[src/rtl/pva_pkg.sv]
package pva_pkg;

  // slot count default
  localparam int NUM_SLOTS_DEF = 32;

  // field widths
  localparam int CMD_W    = 2;
  localparam int PRIO_W   = 2;
  localparam int DIST_W   = 16;
  localparam int SLOT_W   = 5;
  localparam int CFG_W    = 12;
  localparam int CFG_IDX_W = 1;
  localparam int SCORE_W  = 19;

  // commands
  localparam logic [CMD_W-1:0] CMD_ALLOC   = 2'd0;
  localparam logic [CMD_W-1:0] CMD_RELEASE = 2'd1;
  localparam logic [CMD_W-1:0] CMD_SETDIST = 2'd2;

  // priorities
  localparam logic [PRIO_W-1:0] PRIO_LOW    = 2'd0;
  localparam logic [PRIO_W-1:0] PRIO_NORMAL = 2'd1;
  localparam logic [PRIO_W-1:0] PRIO_HIGH   = 2'd2;

  // register indexes and reset values
  localparam logic [CFG_IDX_W-1:0] REG_PRIORITY_WEIGHT = 1'd0;
  localparam logic [CFG_IDX_W-1:0] REG_STEAL_MARGIN    = 1'd1;
  localparam logic [CFG_W-1:0] WEIGHT_RST = 12'd160;
  localparam logic [CFG_W-1:0] MARGIN_RST = 12'd80;

  typedef struct packed {
    logic              busy;
    logic [PRIO_W-1:0] prio;
    logic [DIST_W-1:0] distance;
  } entry_t;

  localparam int ENTRY_W = $bits(entry_t);

  localparam entry_t ENTRY_RST = '{busy: 1'b0, prio: PRIO_NORMAL, distance: '0};

  // distance minus weight times priority, priority of three counts as high
  function automatic logic signed [SCORE_W-1:0] score_of(
    input logic [DIST_W-1:0] distance,
    input logic [PRIO_W-1:0] prio,
    input logic [CFG_W-1:0]  weight
  );
    logic [CFG_W:0] pw;
    begin
      case (prio)
        PRIO_LOW:    pw = '0;
        PRIO_NORMAL: pw = {1'b0, weight};
        default:     pw = {weight, 1'b0};
      endcase
      score_of = $signed(SCORE_W'(distance)) - $signed(SCORE_W'(pw));
    end
  endfunction

endpackage

[src/rtl/pva_ram.sv]
module pva_ram #(
  parameter int WIDTH = 8,
  parameter int DEPTH = 32
) (
  input  logic                     clk,
  input  logic                     we,
  input  logic [$clog2(DEPTH)-1:0] waddr,
  input  logic [WIDTH-1:0]         wdata,
  input  logic [$clog2(DEPTH)-1:0] raddr,
  output logic [WIDTH-1:0]         rdata
);

  logic [WIDTH-1:0] mem [DEPTH];

  always_ff @(posedge clk) begin
    if (we) begin
      mem[waddr] <= wdata;
    end
    rdata <= mem[raddr];
  end

endmodule

[src/rtl/priority_voice_allocator.sv]
// Voice slot allocator with stealing. Each slot holds a busy flag, a priority
// and a listener distance in one synchronous slot memory; a valid bit per slot
// makes an entry that was never written read as free, normal priority, distance
// zero, so no clearing pass is needed after reset. An allocate word (tuser
// command 0) scans every slot through the single read port, one slot a cycle,
// tracking the lowest free slot, the first low-priority slot and the best
// steal candidate at once; it then grants the lowest free slot, or steals as
// follows: a low-priority request is denied, else the first low-priority slot
// is taken, else the first slot with the highest score (distance minus weight
// times priority) among those of priority at most the request's, if that
// score reaches the request's score plus steal_margin. Allocate is paced by
// the one slot read per cycle; release and set-distance are a
// read-modify-write of one entry. One result word is returned for every input
// word; a finished result waits in the output register while the next input
// word is taken. Configuration writes are taken any cycle but must only be
// issued while the block is idle.
module priority_voice_allocator
  import pva_pkg::*;
#(
  parameter int NUM_SLOTS = NUM_SLOTS_DEF
) (
  input  logic                 clk,
  input  logic                 rst,
  // input words
  input  logic                 s_axis_tvalid,
  output logic                 s_axis_tready,
  input  logic [23:0]          s_axis_tdata,  // priority_req, distance, slot
  input  logic [CMD_W-1:0]     s_axis_tuser,  // command
  // result words
  output logic                 m_axis_tvalid,
  input  logic                 m_axis_tready,
  output logic [7:0]           m_axis_tdata,  // granted, granted_slot, stolen
  // configuration
  input  logic                 cfg_we,
  input  logic [CFG_IDX_W-1:0] cfg_addr,
  input  logic [CFG_W-1:0]     cfg_wdata
);

  localparam int AW = $clog2(NUM_SLOTS);
  localparam int CW = AW + 1;
  localparam int XW = (AW > SLOT_W) ? AW : SLOT_W;

  // controller states
  localparam logic [2:0] ST_IDLE   = 3'd0;
  localparam logic [2:0] ST_SCAN   = 3'd1;
  localparam logic [2:0] ST_DECIDE = 3'd2;
  localparam logic [2:0] ST_MOD    = 3'd3;
  localparam logic [2:0] ST_DONE   = 3'd4;

  logic [2:0] state;

  // configuration registers
  logic [CFG_W-1:0] priority_weight;
  logic [CFG_W-1:0] steal_margin;

  always_ff @(posedge clk) begin
    if (rst) begin
      priority_weight <= WEIGHT_RST;
      steal_margin    <= MARGIN_RST;
    end else if (cfg_we) begin
      case (cfg_addr)
        REG_PRIORITY_WEIGHT: priority_weight <= cfg_wdata;
        REG_STEAL_MARGIN:    steal_margin    <= cfg_wdata;
        default: ;
      endcase
    end
  end

  // input word unpacking
  logic [CMD_W-1:0]  in_command;
  logic [PRIO_W-1:0] in_prio;
  logic [DIST_W-1:0] in_dist;
  logic [SLOT_W-1:0] in_slot;
  logic [XW-1:0]     in_slot_x;
  logic              in_slot_ok;
  logic              in_fire;

  assign in_command = s_axis_tuser;
  assign in_prio    = s_axis_tdata[1:0];
  assign in_dist    = s_axis_tdata[17:2];
  assign in_slot    = s_axis_tdata[22:18];
  assign in_slot_x  = XW'(in_slot);
  assign in_slot_ok = 32'(in_slot) < 32'(NUM_SLOTS);

  assign s_axis_tready = (state == ST_IDLE);
  assign in_fire       = s_axis_tvalid && s_axis_tready;

  // latched request
  logic [CMD_W-1:0]  req_cmd;
  logic [PRIO_W-1:0] req_prio;
  logic [DIST_W-1:0] req_dist;
  logic signed [SCORE_W-1:0] req_thresh;

  // slot memory and per-slot valid bits
  logic [AW-1:0]          ram_raddr;
  logic [ENTRY_W-1:0]     ram_rdata;
  logic                   ram_we;
  logic [AW-1:0]          ram_waddr;
  entry_t                 ram_wentry;
  logic [NUM_SLOTS-1:0]   written;
  logic [AW-1:0]          rd_idx;
  logic                   rd_vld;
  entry_t                 rd_entry;

  pva_ram #(
    .WIDTH (ENTRY_W),
    .DEPTH (NUM_SLOTS)
  ) u_slot_ram (
    .clk   (clk),
    .we    (ram_we),
    .waddr (ram_waddr),
    .wdata (ram_wentry),
    .raddr (ram_raddr),
    .rdata (ram_rdata)
  );

  // never written entries read as the reset slot
  assign rd_entry = written[rd_idx] ? entry_t'(ram_rdata) : ENTRY_RST;

  // scan counter, runs 0..NUM_SLOTS
  logic [CW-1:0] cnt;
  logic          scan_issue;

  assign scan_issue = (state == ST_SCAN) && (cnt != CW'(NUM_SLOTS));
  assign ram_raddr  = (state == ST_IDLE) ? in_slot_x[AW-1:0] : cnt[AW-1:0];

  // scan results
  logic                      free_found, low_found, best_found;
  logic [AW-1:0]             free_idx, low_idx, best_idx;
  logic signed [SCORE_W-1:0] best_score;
  logic signed [SCORE_W-1:0] cur_score;

  assign cur_score = score_of(rd_entry.distance, rd_entry.prio, priority_weight);

  // allocation decision
  logic          grant;
  logic          steal;
  logic [AW-1:0] pick;

  always_comb begin
    grant = 1'b0;
    steal = 1'b0;
    pick  = free_idx;
    if (free_found) begin
      grant = 1'b1;
    end else if (req_prio == PRIO_LOW) begin
      grant = 1'b0;
    end else if (low_found) begin
      grant = 1'b1;
      steal = 1'b1;
      pick  = low_idx;
    end else if (best_found && (best_score >= req_thresh)) begin
      grant = 1'b1;
      steal = 1'b1;
      pick  = best_idx;
    end
  end

  // memory writes: granted slot or read-modify-write of one entry
  always_comb begin
    ram_we     = 1'b0;
    ram_waddr  = pick;
    ram_wentry = rd_entry;
    if (state == ST_DECIDE) begin
      ram_we     = grant;
      ram_wentry = '{busy: 1'b1, prio: req_prio, distance: req_dist};
    end else if (state == ST_MOD) begin
      ram_we    = 1'b1;
      ram_waddr = rd_idx;
      if (req_cmd == CMD_RELEASE) begin
        ram_wentry.busy = 1'b0;
      end else begin
        ram_wentry.distance = req_dist;
      end
    end
  end

  // result word being built
  logic              res_granted;
  logic [SLOT_W-1:0] res_slot;
  logic              res_stolen;

  always_ff @(posedge clk) begin
    if (rst) begin
      state         <= ST_IDLE;
      written       <= '0;
      rd_vld        <= 1'b0;
      m_axis_tvalid <= 1'b0;
    end else begin
      rd_vld <= scan_issue;
      if (ram_we) begin
        written[ram_waddr] <= 1'b1;
      end
      if (m_axis_tvalid && m_axis_tready && state != ST_DONE) begin
        m_axis_tvalid <= 1'b0;
      end
      case (state)
        ST_IDLE: begin
          if (in_fire) begin
            if (in_command == CMD_ALLOC) begin
              state <= ST_SCAN;
            end else if ((in_command == CMD_RELEASE || in_command == CMD_SETDIST)
                         && in_slot_ok) begin
              state <= ST_MOD;
            end else begin
              state <= ST_DONE;
            end
          end
        end
        ST_SCAN: begin
          if (!scan_issue && !rd_vld) begin
            state <= ST_DECIDE;
          end
        end
        ST_DECIDE: state <= ST_DONE;
        ST_MOD:    state <= ST_DONE;
        ST_DONE: begin
          if (!m_axis_tvalid || m_axis_tready) begin
            m_axis_tvalid <= 1'b1;
            state         <= ST_IDLE;
          end
        end
        default: state <= ST_IDLE;
      endcase
    end
  end

  // datapath registers
  always_ff @(posedge clk) begin
    rd_idx     <= ram_raddr;
    req_thresh <= score_of(req_dist, req_prio, priority_weight)
                  + $signed(SCORE_W'(steal_margin));
    if (in_fire) begin
      req_cmd     <= in_command;
      req_prio    <= (in_prio == 2'd3) ? PRIO_HIGH : in_prio;
      req_dist    <= in_dist;
      cnt         <= '0;
      free_found  <= 1'b0;
      low_found   <= 1'b0;
      best_found  <= 1'b0;
      res_granted <= 1'b0;
      res_slot    <= '0;
      res_stolen  <= 1'b0;
    end
    if (scan_issue) begin
      cnt <= cnt + CW'(1);
    end
    if (rd_vld) begin
      if (!rd_entry.busy && !free_found) begin
        free_found <= 1'b1;
        free_idx   <= rd_idx;
      end
      if (rd_entry.prio == PRIO_LOW && !low_found) begin
        low_found <= 1'b1;
        low_idx   <= rd_idx;
      end
      if (rd_entry.prio <= req_prio && (!best_found || cur_score > best_score)) begin
        best_found <= 1'b1;
        best_idx   <= rd_idx;
        best_score <= cur_score;
      end
    end
    if (state == ST_DECIDE && grant) begin
      res_granted <= 1'b1;
      res_slot    <= SLOT_W'(pick);
      res_stolen  <= steal;
    end
    if (state == ST_DONE && (!m_axis_tvalid || m_axis_tready)) begin
      m_axis_tdata <= {1'b0, res_stolen, res_slot, res_granted};
    end
  end

  // checks
  a_stolen_needs_grant: assert property (@(posedge clk) disable iff (rst)
    m_axis_tvalid && m_axis_tdata[6] |-> m_axis_tdata[0])
    else $error("stolen flagged without a grant");

  a_denied_zero: assert property (@(posedge clk) disable iff (rst)
    m_axis_tvalid && !m_axis_tdata[0] |-> m_axis_tdata[6:1] == 6'd0)
    else $error("denied result carries slot or stolen bits");

  a_scan_bound: assert property (@(posedge clk) disable iff (rst)
    state == ST_SCAN |-> cnt <= CW'(NUM_SLOTS))
    else $error("scan counter ran past the slot count");

  a_write_phase: assert property (@(posedge clk) disable iff (rst)
    ram_we |-> state == ST_DECIDE || state == ST_MOD)
    else $error("slot memory written outside a write phase");

  a_one_result: assert property (@(posedge clk) disable iff (rst)
    in_fire |=> !s_axis_tready)
    else $error("new word taken before the previous one finished");

endmodule
[config.mk]
export PLATFORM = sky130hd
export DESIGN_NAME = priority_voice_allocator
export DESIGN_NICKNAME = d
export VERILOG_FILES = /design/src/rtl/pva_pkg.sv /design/src/rtl/pva_ram.sv /design/src/rtl/priority_voice_allocator.sv
export SDC_FILE = /design/constraint.sdc
export NUM_CORES = 1
export LEC_CHECK = 0
export BUFFER_PORTS_ARGS = -buffer_cell sky130_fd_sc_hd__buf_4
export CAP_MARGIN = 20
export CORE_MARGIN = 2
export CORE_UTILIZATION = 40
export CTS_CLUSTER_DIAMETER = 30
export DETAILED_ROUTE_END_ITERATION = 8
export PLACE_DENSITY = 0.6
export SYNTH_ARGS = -nofsm -noshare
export SYNTH_HDL_FRONTEND = slang
export SYNTH_HIERARCHICAL = 1
export SYNTH_SLANG_ARGS = --single-unit
export TNS_END_PERCENT = 5
[constraint.sdc]
create_clock -name clk -period 6.8 [get_ports clk]
set_clock_uncertainty 0.2 [all_clocks]
set_input_delay 2.04 -clock clk [delete_from_list [all_inputs] [get_ports clk]]
set_output_delay 2.04 -clock clk [all_outputs]
set_load 0.05 [all_outputs]
Yosys cells after proc, flatten, opt, wreduce, memory -nomap -nowiden
Memory sizes are Yosys's and may differ from the RTL's. A register that Yosys moved wholly into a read port is not among the register bits.
Index checks and enable logic that the tools add are counted.
Widths: inputs -> output; s select.
{ "totals": {"ramBits": 608, "romBits": 0, "latchBits": 0, "mem_count": 1, "out_inout_bits": 10, "elab_cells": 140, "register_bits": 159, "in_bits": 44} }
{ "classes": {"n_lt_le_gt_ge": 6, "n_reduce_logical": 35, "eq_ne": 15, "div": 0, "n_addsub": 4, "bitwise_logic": 2, "mux": 54, "mul": 0, "shifts": 0} }
{ "memory_table": {"columns": ["memory", "depth", "width", "read_ports", "rd_clocked_by_memory_dff", "wr", "line_no", "source"], "rows": [
  ["u_slot_ram.mem", 32, 19, 1, 1, 1, "pva_ram.sv:13", "logic [WIDTH-1:0] mem [DEPTH];"]
]} }
{ "op_table": {"columns": ["operator", "n"], "rows": [
  ["$pmux 13 s2", 2],
  ["$mux 16", 3],
  ["$mux 5", 9],
  ["$sub 16x13->17", 2],
  ["$or 32x32->32", 1],
  ["$mux 1", 28],
  ["$mux 19", 1],
  ["$add 17x13->18", 1],
  ["$ge 17x18->1", 1],
  ["$gt 17x17->1", 1],
  ["$mux 3", 5],
  ["$logic_and 1x1->1", 12],
  ["$lt 5x6->1 const B", 2],
  ["$mux 6", 2],
  ["$pmux 3 s4", 1],
  ["$reduce_and 2->1", 5],
  ["$eq 2x1->1 const B", 4],
  ["$logic_not 1->1", 7],
  ["$add 6x1->6 const B", 1],
  ["$eq 3x2->1 const B", 2],
  ["$logic_not 2->1", 3],
  ["$ne 2x1->1 const B", 3],
  ["$ne 6x6->1 const B", 1],
  ["$bmux 1 s5", 1],
  ["other kinds (14)", 18]
]} }

Longest topological paths before layout
Gate-level depths: netlist of the first run.
{ "depth": {"ltp_word": 13, "ltp_mapped": 26, "depth_no_buf": 25} }

Cells and area by module
The synthesis of the first run kept the hierarchy.
{ "by_module_without_submodules": {"columns": ["mod", "cells_each", "seq_area_each_um2", "area_per_inst_um2", "instances"], "rows": [
  ["pva_ram", 1346, 18637.9, 24245.8, 1],
  ["priority_voice_allocator", 977, 3893.7, 9205.1, 1]
]} }

Worst setup path before layout of the first run
Ideal clock, no wire load.
{ "synth_timing": {"path_type": "flip-flop to flip-flop", "from": "reg rd_idx[0]", "to": "reg best_idx[0], enable pin", "n_path_buf": 2, "required_time_ps": 6220, "period_less_slack_ps": 6399, "stages_incl_launch_ff": 24, "arrival_time_ps": 5819, "path_slack_ps": 401, "setup_ps": 380, "path_cell_list": "dfxtp_1 buf_4 mux4_2 mux4_2 mux2i_1 nor2b_1 nor2_1 buf_2 a22oi_1 fa_1 a21o_1 a21oi_1 o21ai_0 o41ai_1 o21ai_0 o41a_1 o22ai_1 ha_1 nand4_1 nor4_1 a21oi_1 a21oi_1 a21oi_1 o21a_1"} }
{ "synth_via": {"elab_chain_cells": 10, "elab_cells_between_ends": 12, "classes_between": "1 x add/sub; 2 x order compare; 1 x eq/ne; 4 x mux; 4 x reduce/logical"} }
{ "synth_rtl": {"columns": ["item", "line_no", "source"], "rows": [
  ["from (decl)", "priority_voice_allocator.sv:101", "logic [AW-1:0] rd_idx;"],
  ["from (signal assigned)", "priority_voice_allocator.sv:230", "rd_idx <= ram_raddr;"],
  ["$bmux 1 s5 (*)", "priority_voice_allocator.sv:118", "assign rd_entry = written[rd_idx] ? entry_t'(ram_rdata) : ENTRY_RST;"],
  ["$mux 1 (implied by the code) (*)", "priority_voice_allocator.sv:118", null],
  ["$mux 19 (*)", "priority_voice_allocator.sv:118", null],
  ["$eq 2x1->1 / $logic_not 2->1 (equally long branches)", "pva_pkg.sv:49", "case (prio)"],
  ["$pmux 13 s2", "pva_pkg.sv:49", null],
  ["$sub 16x13->17 (*)", "pva_pkg.sv:54", "score_of = $signed(SCORE_W'(distance)) - $signed(SCORE_W'(pw));"],
  ["net cur_score[14]", "priority_voice_allocator.sv:131", "logic signed [SCORE_W-1:0] cur_score;"],
  ["$gt 17x17->1 (*)", "priority_voice_allocator.sv:257", "if (rd_entry.prio <= req_prio && (!best_found || cur_score > best_score)) begin"],
  ["$logic_or 1x1->1 (*)", "priority_voice_allocator.sv:257", null],
  ["$logic_and 1x1->1 (*)", "priority_voice_allocator.sv:257", null],
  ["$reduce_and 2->1 (no source line) (*)", null, null],
  ["to (signal assigned)", "priority_voice_allocator.sv:259", "best_idx <= rd_idx;"],
  ["to (decl)", "priority_voice_allocator.sv:129", "logic [AW-1:0] free_idx, low_idx, best_idx;"]
]} }
The timed path passes the listed nets; every way through them passes the cells marked *. The select of a mux whose other input is x is not followed.
A chain may end at the register's enable or synchronous reset.

Worst setup path after layout of the first run
{ "layout_timing": {"from": "reg rd_idx[0]", "to": "reg best_score[11], enable pin"} }
{ "layout_via": {"elab_chain_cells": 10, "elab_cells_between_ends": 12, "classes_between": "1 x add/sub; 2 x order compare; 1 x eq/ne; 4 x mux; 4 x reduce/logical"} }
{ "layout_rtl": {"columns": ["item", "line_no", "source"], "rows": [
  ["$bmux 1 s5 (*)", "priority_voice_allocator.sv:118", null],
  ["$mux 1 (implied by the code) (*)", "priority_voice_allocator.sv:118", null],
  ["$mux 19 (*)", "priority_voice_allocator.sv:118", null],
  ["$eq 2x1->1 / $logic_not 2->1 (equally long branches)", "pva_pkg.sv:49", null],
  ["$pmux 13 s2", "pva_pkg.sv:49", null],
  ["$sub 16x13->17 (*)", "pva_pkg.sv:54", null],
  ["net cur_score[14]", "priority_voice_allocator.sv:131", null],
  ["$gt 17x17->1 (*)", "priority_voice_allocator.sv:257", null],
  ["$logic_or 1x1->1 (*)", "priority_voice_allocator.sv:257", null],
  ["$logic_and 1x1->1 (*)", "priority_voice_allocator.sv:257", null],
  ["$reduce_and 2->1 (no source line) (*)", null, null],
  ["to (signal assigned)", "priority_voice_allocator.sv:260", "best_score <= cur_score;"],
  ["to (decl)", "priority_voice_allocator.sv:130", "logic signed [SCORE_W-1:0] best_score;"]
]} }
Marks and branches as above.

==> impl_metrics.json, run 1 <==
{
  "ctsHoldBuffers": 0,
  "min_delay_path_depth": 0,
  "outcome": "finished clean",
  "finalCritPeriodShare_pct": 93.20,
  "critPathKind": "flop to flop",
  "post-dp-hpwl_um": 50300,
  "die_w_um": 293.2,
  "min_from": "res_slot[2]$_SDFFCE_PN0P_",
  "insertion_delay_ns": 0.72,
  "drc": 0,
  "finalSetupViolations": 0,
  "synth_area_mm2": 0.03345,
  "dr.pass1.iters": 5,
  "design.die.area_mm2": 0.08596,
  "vias": 20300,
  "grt_max_degree": 116,
  "avgSynthCellArea_um2": 14.40,
  "p_total_mw": 17.54,
  "ir_drop_v": 0.0004388,
  "grt_antenna_before_repair": 0,
  "drt_iter0_markers": 1367,
  "hold_end": "m_axis_tdata[3]$_DFFE_PP_",
  "synth_ff_type": "edfxtp_1",
  "drt-total-wl_um": 83620,
  "critPathLaunchType": "flop",
  "clockBufferDepth": 3,
  "cts.clk_slew.worst_paths_ns": 0.04,
  "timing.rr.start": "rd_idx[0]$_DFF_P_",
  "cap_violations": 0,
  "p_leak_nw": 14.80,
  "timing.critical_path.arrival_ns": 6.59,
  "worstPathRequired_ns": 7.05,
  "fin_area_mm2": 0.04045,
  "ys_seq_area_share_pct": 67.36,
  "final_antenna_net_count": 0,
  "ys_ff_latch": 786,
  "detail_route.vias_per_cell": 5.486,
  "synth-edff-count": 679,
  "period_needed_ns": 6.338,
  "place_area_mm2": 0.03534,
  "yosys_warnings": 6,
  "cts_tree": "yes",
  "cp-end-kind": "flop",
  "finalHoldViolations": 0,
  "numPortBuffers": 51,
  "track_usage_pct": 19.50,
  "ys_async_sr_fraction_pct": 0,
  "cts_made_buffers": 147,
  "synth_cells": 2323,
  "final_nets": 2624,
  "synthToLayoutAreaGrowth_pct": 20.92,
  "grt_pass1_wl_um": 124600,
  "grt_setup_unrepaired": "false",
  "htree_levels": 4,
  "fmax_mhz": 157.8,
  "worst_pin_slew_ns": 1.105,
  "power_density_mw_per_mm2": 433.5,
  "slew_headroom_pct": 26.16,
  "fillerInstances": 7129,
  "ff2ff_setup_slack_ns": 0.46,
  "ys_types": 81,
  "slew_viol_final": 0,
  "layout_common_cells": "679 x edfxtp_1, 306 x mux2i_1, 171 x nand2_1",
  "die_y_um": 293.2,
  "io_pins": 54,
  "wire_per_inst_um": 22.59,
  "rr_worst_depth": 26,
  "start_util_pct": 40.16,
  "overflow": 0,
  "drive_gt1_share_pct": 17.75,
  "syn_nets": 2448,
  "grt_pass1_vias": 20660,
  "path_max_fanout": 18,
  "core_area_mm2": 0.08329,
  "tns_ns": 0,
  "rows": 106,
  "mostFrequentLayoutCell": "edfxtp_1",
  "cts_sinks": 786,
  "timing.rr.end": "best_score[11]$_DFFE_PP_",
  "holdCritPathClass": "flop to flop",
  "clock-root-buffer": "clkbuf_16",
  "gp_congestion": 0.8807
}
## flip-flops by register name, summed over array words and instances (netlist names), 2 cells and up
name	cells
req_cmd	2
best_score	17
state	3
cnt	6
m_axis_tdata	7
req_dist	16
req_prio	2
rd_idx	5
written	32
steal_margin	12
u_slot_ram/rdata	19
u_slot_ram/mem	608
free_idx	5
best_idx	5
res_slot	5
low_idx	5
req_thresh	18
priority_weight	12
## power by group
| group | switching, mW | total, mW | leakage [nW] | internal, mW |
|---|---|---|---|---|
| clock | 2.44 | 7.25 | 2.45 | 4.81 |
| sequential | 0.207 | 5.90 | 7.13 | 5.69 |
| combinational | 2.80 | 4.39 | 5.22 | 1.59 |
| total | 5.45 | 17.5 | 14.8 | 12.1 |
## synth_stat cells, drive strengths merged, types with 4 or more instances
cell type	count	area (µm²)
a2111o	4	45.04
a211oi	5	37.54
a21o	17	128.9
a21oi	107	543.0
a22o	40	351.6
a22oi	88	660.6
a31oi	23	143.9
and2	6	37.54
and3	20	125.1
buf	66	534.3
clkbuf	40	151.4
dfxtp	107	2142
edfxtp	679	20390
ha	78	975.9
inv	90	337.8
mux2	5	56.30
mux2i	307	3073
mux4	10	225.2
nand2	172	653.1
nand2b	13	81.33
nand3	61	305.3
nand3b	13	97.59
nand4	29	181.4
nor2	92	345.3
nor2b	29	181.4
nor3	38	190.2
o2111ai	4	35.03
o211ai	5	51.30
o21a	13	97.59
o21ai	23	115.1
o21bai	6	45.04
o22ai	36	225.2
o31a	5	45.04
o41ai	4	53.81
or2	7	43.80
or3	5	36.28
xnor2	24	210.2
xor2	12	105.1
## worst max path at each step
stage	cells after the start	slack [ns]	end	from
2_1_floorplan	23	0.40	best_idx[0]$_DFFE_PP_	rd_idx[0]$_DFF_P_
3_3_place_gp	25	0.14	best_score[10]$_DFFE_PP_	rd_idx[0]$_DFF_P_
3_5_place_dp	25	0.05	best_score[11]$_DFFE_PP_	rd_idx[0]$_DFF_P_
4_1_cts	25	0.02	best_score[11]$_DFFE_PP_	rd_idx[0]$_DFF_P_
5_1_grt	26	0.002	best_score[12]$_DFFE_PP_	rd_idx[0]$_DFF_P_
6_report	26	0.46	best_score[11]$_DFFE_PP_	rd_idx[0]$_DFF_P_
## kinds of logic after synthesis
logic type      synth area share (%)
other cells                  0.01121
buf+inv                        3.090
mux                            10.03
flops                          67.36
simple gates                   7.069
compound gates                 8.405
xor+xnor                      0.9426
fa+ha+maj                      3.097
## final cells by class
type	count	area, µm²	share of cell area (%)
clock buffer	175	3991	9.868
inverter	90	337.8	0.8352
timing repair buffer	134	1145	2.830
clock inverter	95	1040	2.571
antenna	1	2.502	0.006187
sequential	786	22540	55.72
tap	1080	1351	3.341
multi-input combinational	1340	10040	24.83
## critical path, cell delays in order, from the launching register on
cell	delay [ns]
dfxtp_4	0.44
mux4_2	0.53
mux4_2	0.50
mux2i_2	0.17
buf_4	0.17
nor2b_1	0.06
nor2_1	0.15
and2_1	0.15
ha_1	0.18
inv_1	0.06
fa_1	0.38
a21o_1	0.17
a21oi_1	0.22
o21ai_1	0.15
o41ai_2	0.38
o21ai_1	0.16
o41a_1	0.39
nor2_1	0.14
o22ai_2	0.09
ha_1	0.31
nand4_1	0.09
nor4_1	0.27
a21oi_1	0.07
a21oi_1	0.19
a21oi_2	0.10
o21a_1	0.17
buf_12	0.17
## what timing repair did
item                       in CTS  in global routing
setup endpoints to repair       0                 23
gates resized for setup         0                  8
hold endpoints to repair        0                  0
buffers inserted                0                  0
## routing by layer
layer | GRT usage (%) | vias to the layer above | wire [µm]
li1 | - | 9304 | -
met5 | 0 | - | 0
met4 | 8.014 | 0 | 2851
met2 | 32.11 | 586 | 39820
met3 | 3.888 | 156 | 4911
met1 | 25.27 | 10260 | 36040
## metrics by stage
step                      std cells  utilization, %  hold slack, ns  setup slack [ns]
after global placement         3425           42.39          0.2131            0.1350
after detailed placement       3427           42.43          0.2045           0.05010
final                          3701           48.56          0.2130            0.4623
after floorplan                2323               -          0.2003            0.4012
after global routing           3700           48.56          0.2351          0.001854
after CTS                      3697           48.47          0.2150           0.02235
(Power assumes the default switching activity.)
==> run 2: changes to the inputs <==
--- a/config.mk
+++ b/config.mk
@@ -5,7 +5,7 @@
 export SDC_FILE = /design/constraint.sdc
 export NUM_CORES = 1
 export LEC_CHECK = 0
-export BUFFER_PORTS_ARGS = -buffer_cell sky130_fd_sc_hd__buf_4
+export BUFFER_PORTS_ARGS = -buffer_cell sky130_fd_sc_hd__buf_2
 export CAP_MARGIN = 20
 export CORE_MARGIN = 2
 export CORE_UTILIZATION = 40
==> run 2 against run 1 <==
Fmax decreased by 1.6%; sequential cell count unchanged; wire length increased by 0.95%; sequential power about the same; critical path type unchanged; critical endpoint is now best_score[13]$_DFFE_PP_; largest cell class unchanged.
==> impl_metrics.json, run 2 (synthesized netlist as in run 1, its figures left out) <==
{
  "outcome": "finished clean",
  "ir_drop_v": 0.0003454,
  "p_leak_nw": 14.88,
  "cap_violations": 0,
  "critPathKind": "flop to flop",
  "cts_made_buffers": 152,
  "ff2ff_setup_slack_ns": 0.36,
  "p_int_mw": 12.43,
  "slew_headroom_pct": 29.21,
  "tns_ns": 0,
  "path_max_fanout": 19,
  "fmax_mhz": 155.3,
  "finalHoldViolations": 0,
  "detail_route.vias_per_cell": 5.482,
  "final_nets": 2628,
  "worst_pin_slew_ns": 1.062,
  "drive_gt1_share_pct": 17.62,
  "switching_power_mw": 5.545,
  "slowest_delay_ns": 0.52,
  "synthToLayoutAreaGrowth_pct": 21.51,
  "timing.critical_path.arrival_ns": 6.69,
  "cts_tree": "yes",
  "wire_per_inst_um": 22.76,
  "clockBufferDepth": 3,
  "track_usage_pct": 19.60,
  "dp_slack_ns": -0.02461,
  "post-dp-hpwl_um": 50220,
  "drt-total-wl_um": 84410,
  "largest_reg_flops": 608,
  "clock-root-buffer": "clkbuf_16",
  "p_clk_share_pct": 43.0,
  "insertion_delay_ns": 0.73,
  "placed_cells": 3425,
  "design.die.area_mm2": 0.08596,
  "drc": 0,
  "cp.depth": 26,
  "cts_sinks": 786,
  "timing.rr.start": "rd_idx[0]$_DFF_P_",
  "final_antenna_net_count": 0,
  "gp_congestion": 0.8719,
  "vias": 20330,
  "drt_iter0_markers": 1525,
  "die_y_um": 293.2,
  "fillerInstances": 7006,
  "htree_levels": 4,
  "layout_common_cells": "679 x edfxtp_1, 306 x mux2i_1, 171 x nand2_1",
  "io_pins": 54,
  "power_frac_comb_pct": 24.2,
  "antennaDiodeCount": 0,
  "cp-end-kind": "flop",
  "finalCritPeriodShare_pct": 94.70,
  "slew_viol_final": 0,
  "rr_worst_depth": 26,
  "top_regs": "u_slot_ram/mem (608), written (32), u_slot_ram/rdata (19)",
  "holdCritPathClass": "flop to flop",
  "rows": 106,
  "core_area_mm2": 0.08329,
  "grt_pass1_wl_um": 125600,
  "crit_family": "compound AO/OA/AOI/OAI gates",
  "critical_path.slowest_cell": "mux4_2",
  "crit_start": "rd_idx[0]$_DFF_P_",
  "stdcell_count": 3708,
  "dr.pass1.iters": 5,
  "crit_buf_inv": 5,
  "worstPathRequired_ns": 7.05,
  "numPortBuffers": 51,
  "die_w_um": 293.2,
  "cts.clk_slew.worst_paths_ns": 0.05,
  "fin_ws_ns": 0.3606,
  "overflow": 0,
  "p_total_mw": 17.97,
  "grt_max_degree": 109,
  "period_needed_ns": 6.439,
  "mostFrequentLayoutCell": "edfxtp_1",
  "finalSetupViolations": 0,
  "largest-register": "u_slot_ram/mem",
  "endpoint": "best_score[13]$_DFFE_PP_",
  "grt_antenna_before_repair": 0,
  "grt_pass1_vias": 20550,
  "ctsHoldBuffers": 0,
  "power_density_mw_per_mm2": 442.1,
  "start_util_pct": 40.16,
  "timing.rr.end": "best_score[13]$_DFFE_PP_",
  "p_sw_share_pct": 30.86,
  "seqPwrFrac_pct": 32.8,
  "critPathLaunchType": "flop"
}
==> run 2: cell count changes in the layout (fill, tap and decap cells not counted), sizes merged <==
cell	delta
clkinv	+1
diode	-1
inv	-6
clkinvlp	-1
clkbuf	+5
bufinv	+9
==> run 2: what timing repair did <==
action / 4_1_cts / 5_1_grt
setup endpoints to repair: 22 / 23
pin swaps: 0 / 1
setup buffers: 0 / 1
resized for setup: 1 / 10
==> run 2: per-layer routing <==
metal / global-route usage (%) / vias to the layer above / part of all wire [%] / wire length (µm)
li1: - / 9315 / - / -
met1: 25.46 / 10270 / 43 / 36090
met2: 32.99 / 625 / 49 / 41400
met3: 3.200 / 118 / 5.5 / 4640
met4: 7.516 / 0 / 2.7 / 2272
met5: 0 / - / 0 / 0
==> run 2: worst reg2reg max path, stage by stage (launching register included) <==
cell and delay [ns]:
dfxtp_4 0.42, buf_4 0.18, mux4_2 0.52, mux4_2 0.47, mux2i_2 0.16, buf_4 0.17, buf_6 0.18, nand2b_1 0.16
ha_1 0.19, inv_1 0.06, fa_1 0.39, a21o_1 0.18, a21oi_2 0.18, o21ai_1 0.14, o41ai_2 0.38, o21ai_1 0.17
o41a_1 0.40, nor2_1 0.15, o22ai_2 0.10, ha_1 0.31, nand4_1 0.11, nor4_2 0.29, a21oi_1 0.07, a21oi_1 0.16
a21oi_1 0.12, o21a_1 0.14, buf_4 0.20
==> run 2: worst min-delay path by stage <==
stage,from,endpoint,slack [ns],cells past startpoint
floorplan,res_slot[0]$_SDFFCE_PN0P_,m_axis_tdata[1]$_DFFE_PP_,0.20,0
global placement,res_slot[2]$_SDFFCE_PN0P_,m_axis_tdata[3]$_DFFE_PP_,0.21,0
detailed placement,res_slot[4]$_SDFFCE_PN0P_,m_axis_tdata[5]$_DFFE_PP_,0.21,0
CTS,res_slot[4]$_SDFFCE_PN0P_,m_axis_tdata[5]$_DFFE_PP_,0.22,0
global route,res_slot[3]$_SDFFCE_PN0P_,m_axis_tdata[4]$_DFFE_PP_,0.22,0
finish,res_slot[2]$_SDFFCE_PN0P_,m_axis_tdata[3]$_DFFE_PP_,0.22,0
==> run 2: through the flow <==
stage / area [µm²] / util (%) / hold slack (ns)
after floorplan: 33450 / - / 0.2003
after global placement: 35120 / 42.17 / 0.2087
after detailed placement: 35150 / 42.20 / 0.2089
after CTS: 40570 / 48.71 / 0.2205
after global routing: 40650 / 48.80 / 0.2226
final: 40650 / 48.80 / 0.2177
==> run 2: power groups by stage <==
stage | Combinational, mW | Sequential (mW) | Clock [mW]
final | 4.34 | 5.90 | 7.73
after CTS | 4.31 | 5.90 | 7.85
after detailed placement | 4.28 | 5.98 | 0
after global placement | 4.21 | 5.97 | 0
after floorplan | 3.08 | 5.89 | 0
after global routing | 4.63 | 5.92 | 8.09
==> run 2: cell type report <==
class / instances / area [µm²] / area share [%]
clock buffers: 181 / 4006 / 9.856
well taps: 1080 / 1351 / 3.324
inverters: 90 / 337.8 / 0.8311
multi-input cells: 1340 / 10050 / 24.73
flip-flops and latches: 786 / 22540 / 55.44
repair buffers: 133 / 952.2 / 2.342
clock inverters: 98 / 1411 / 3.472
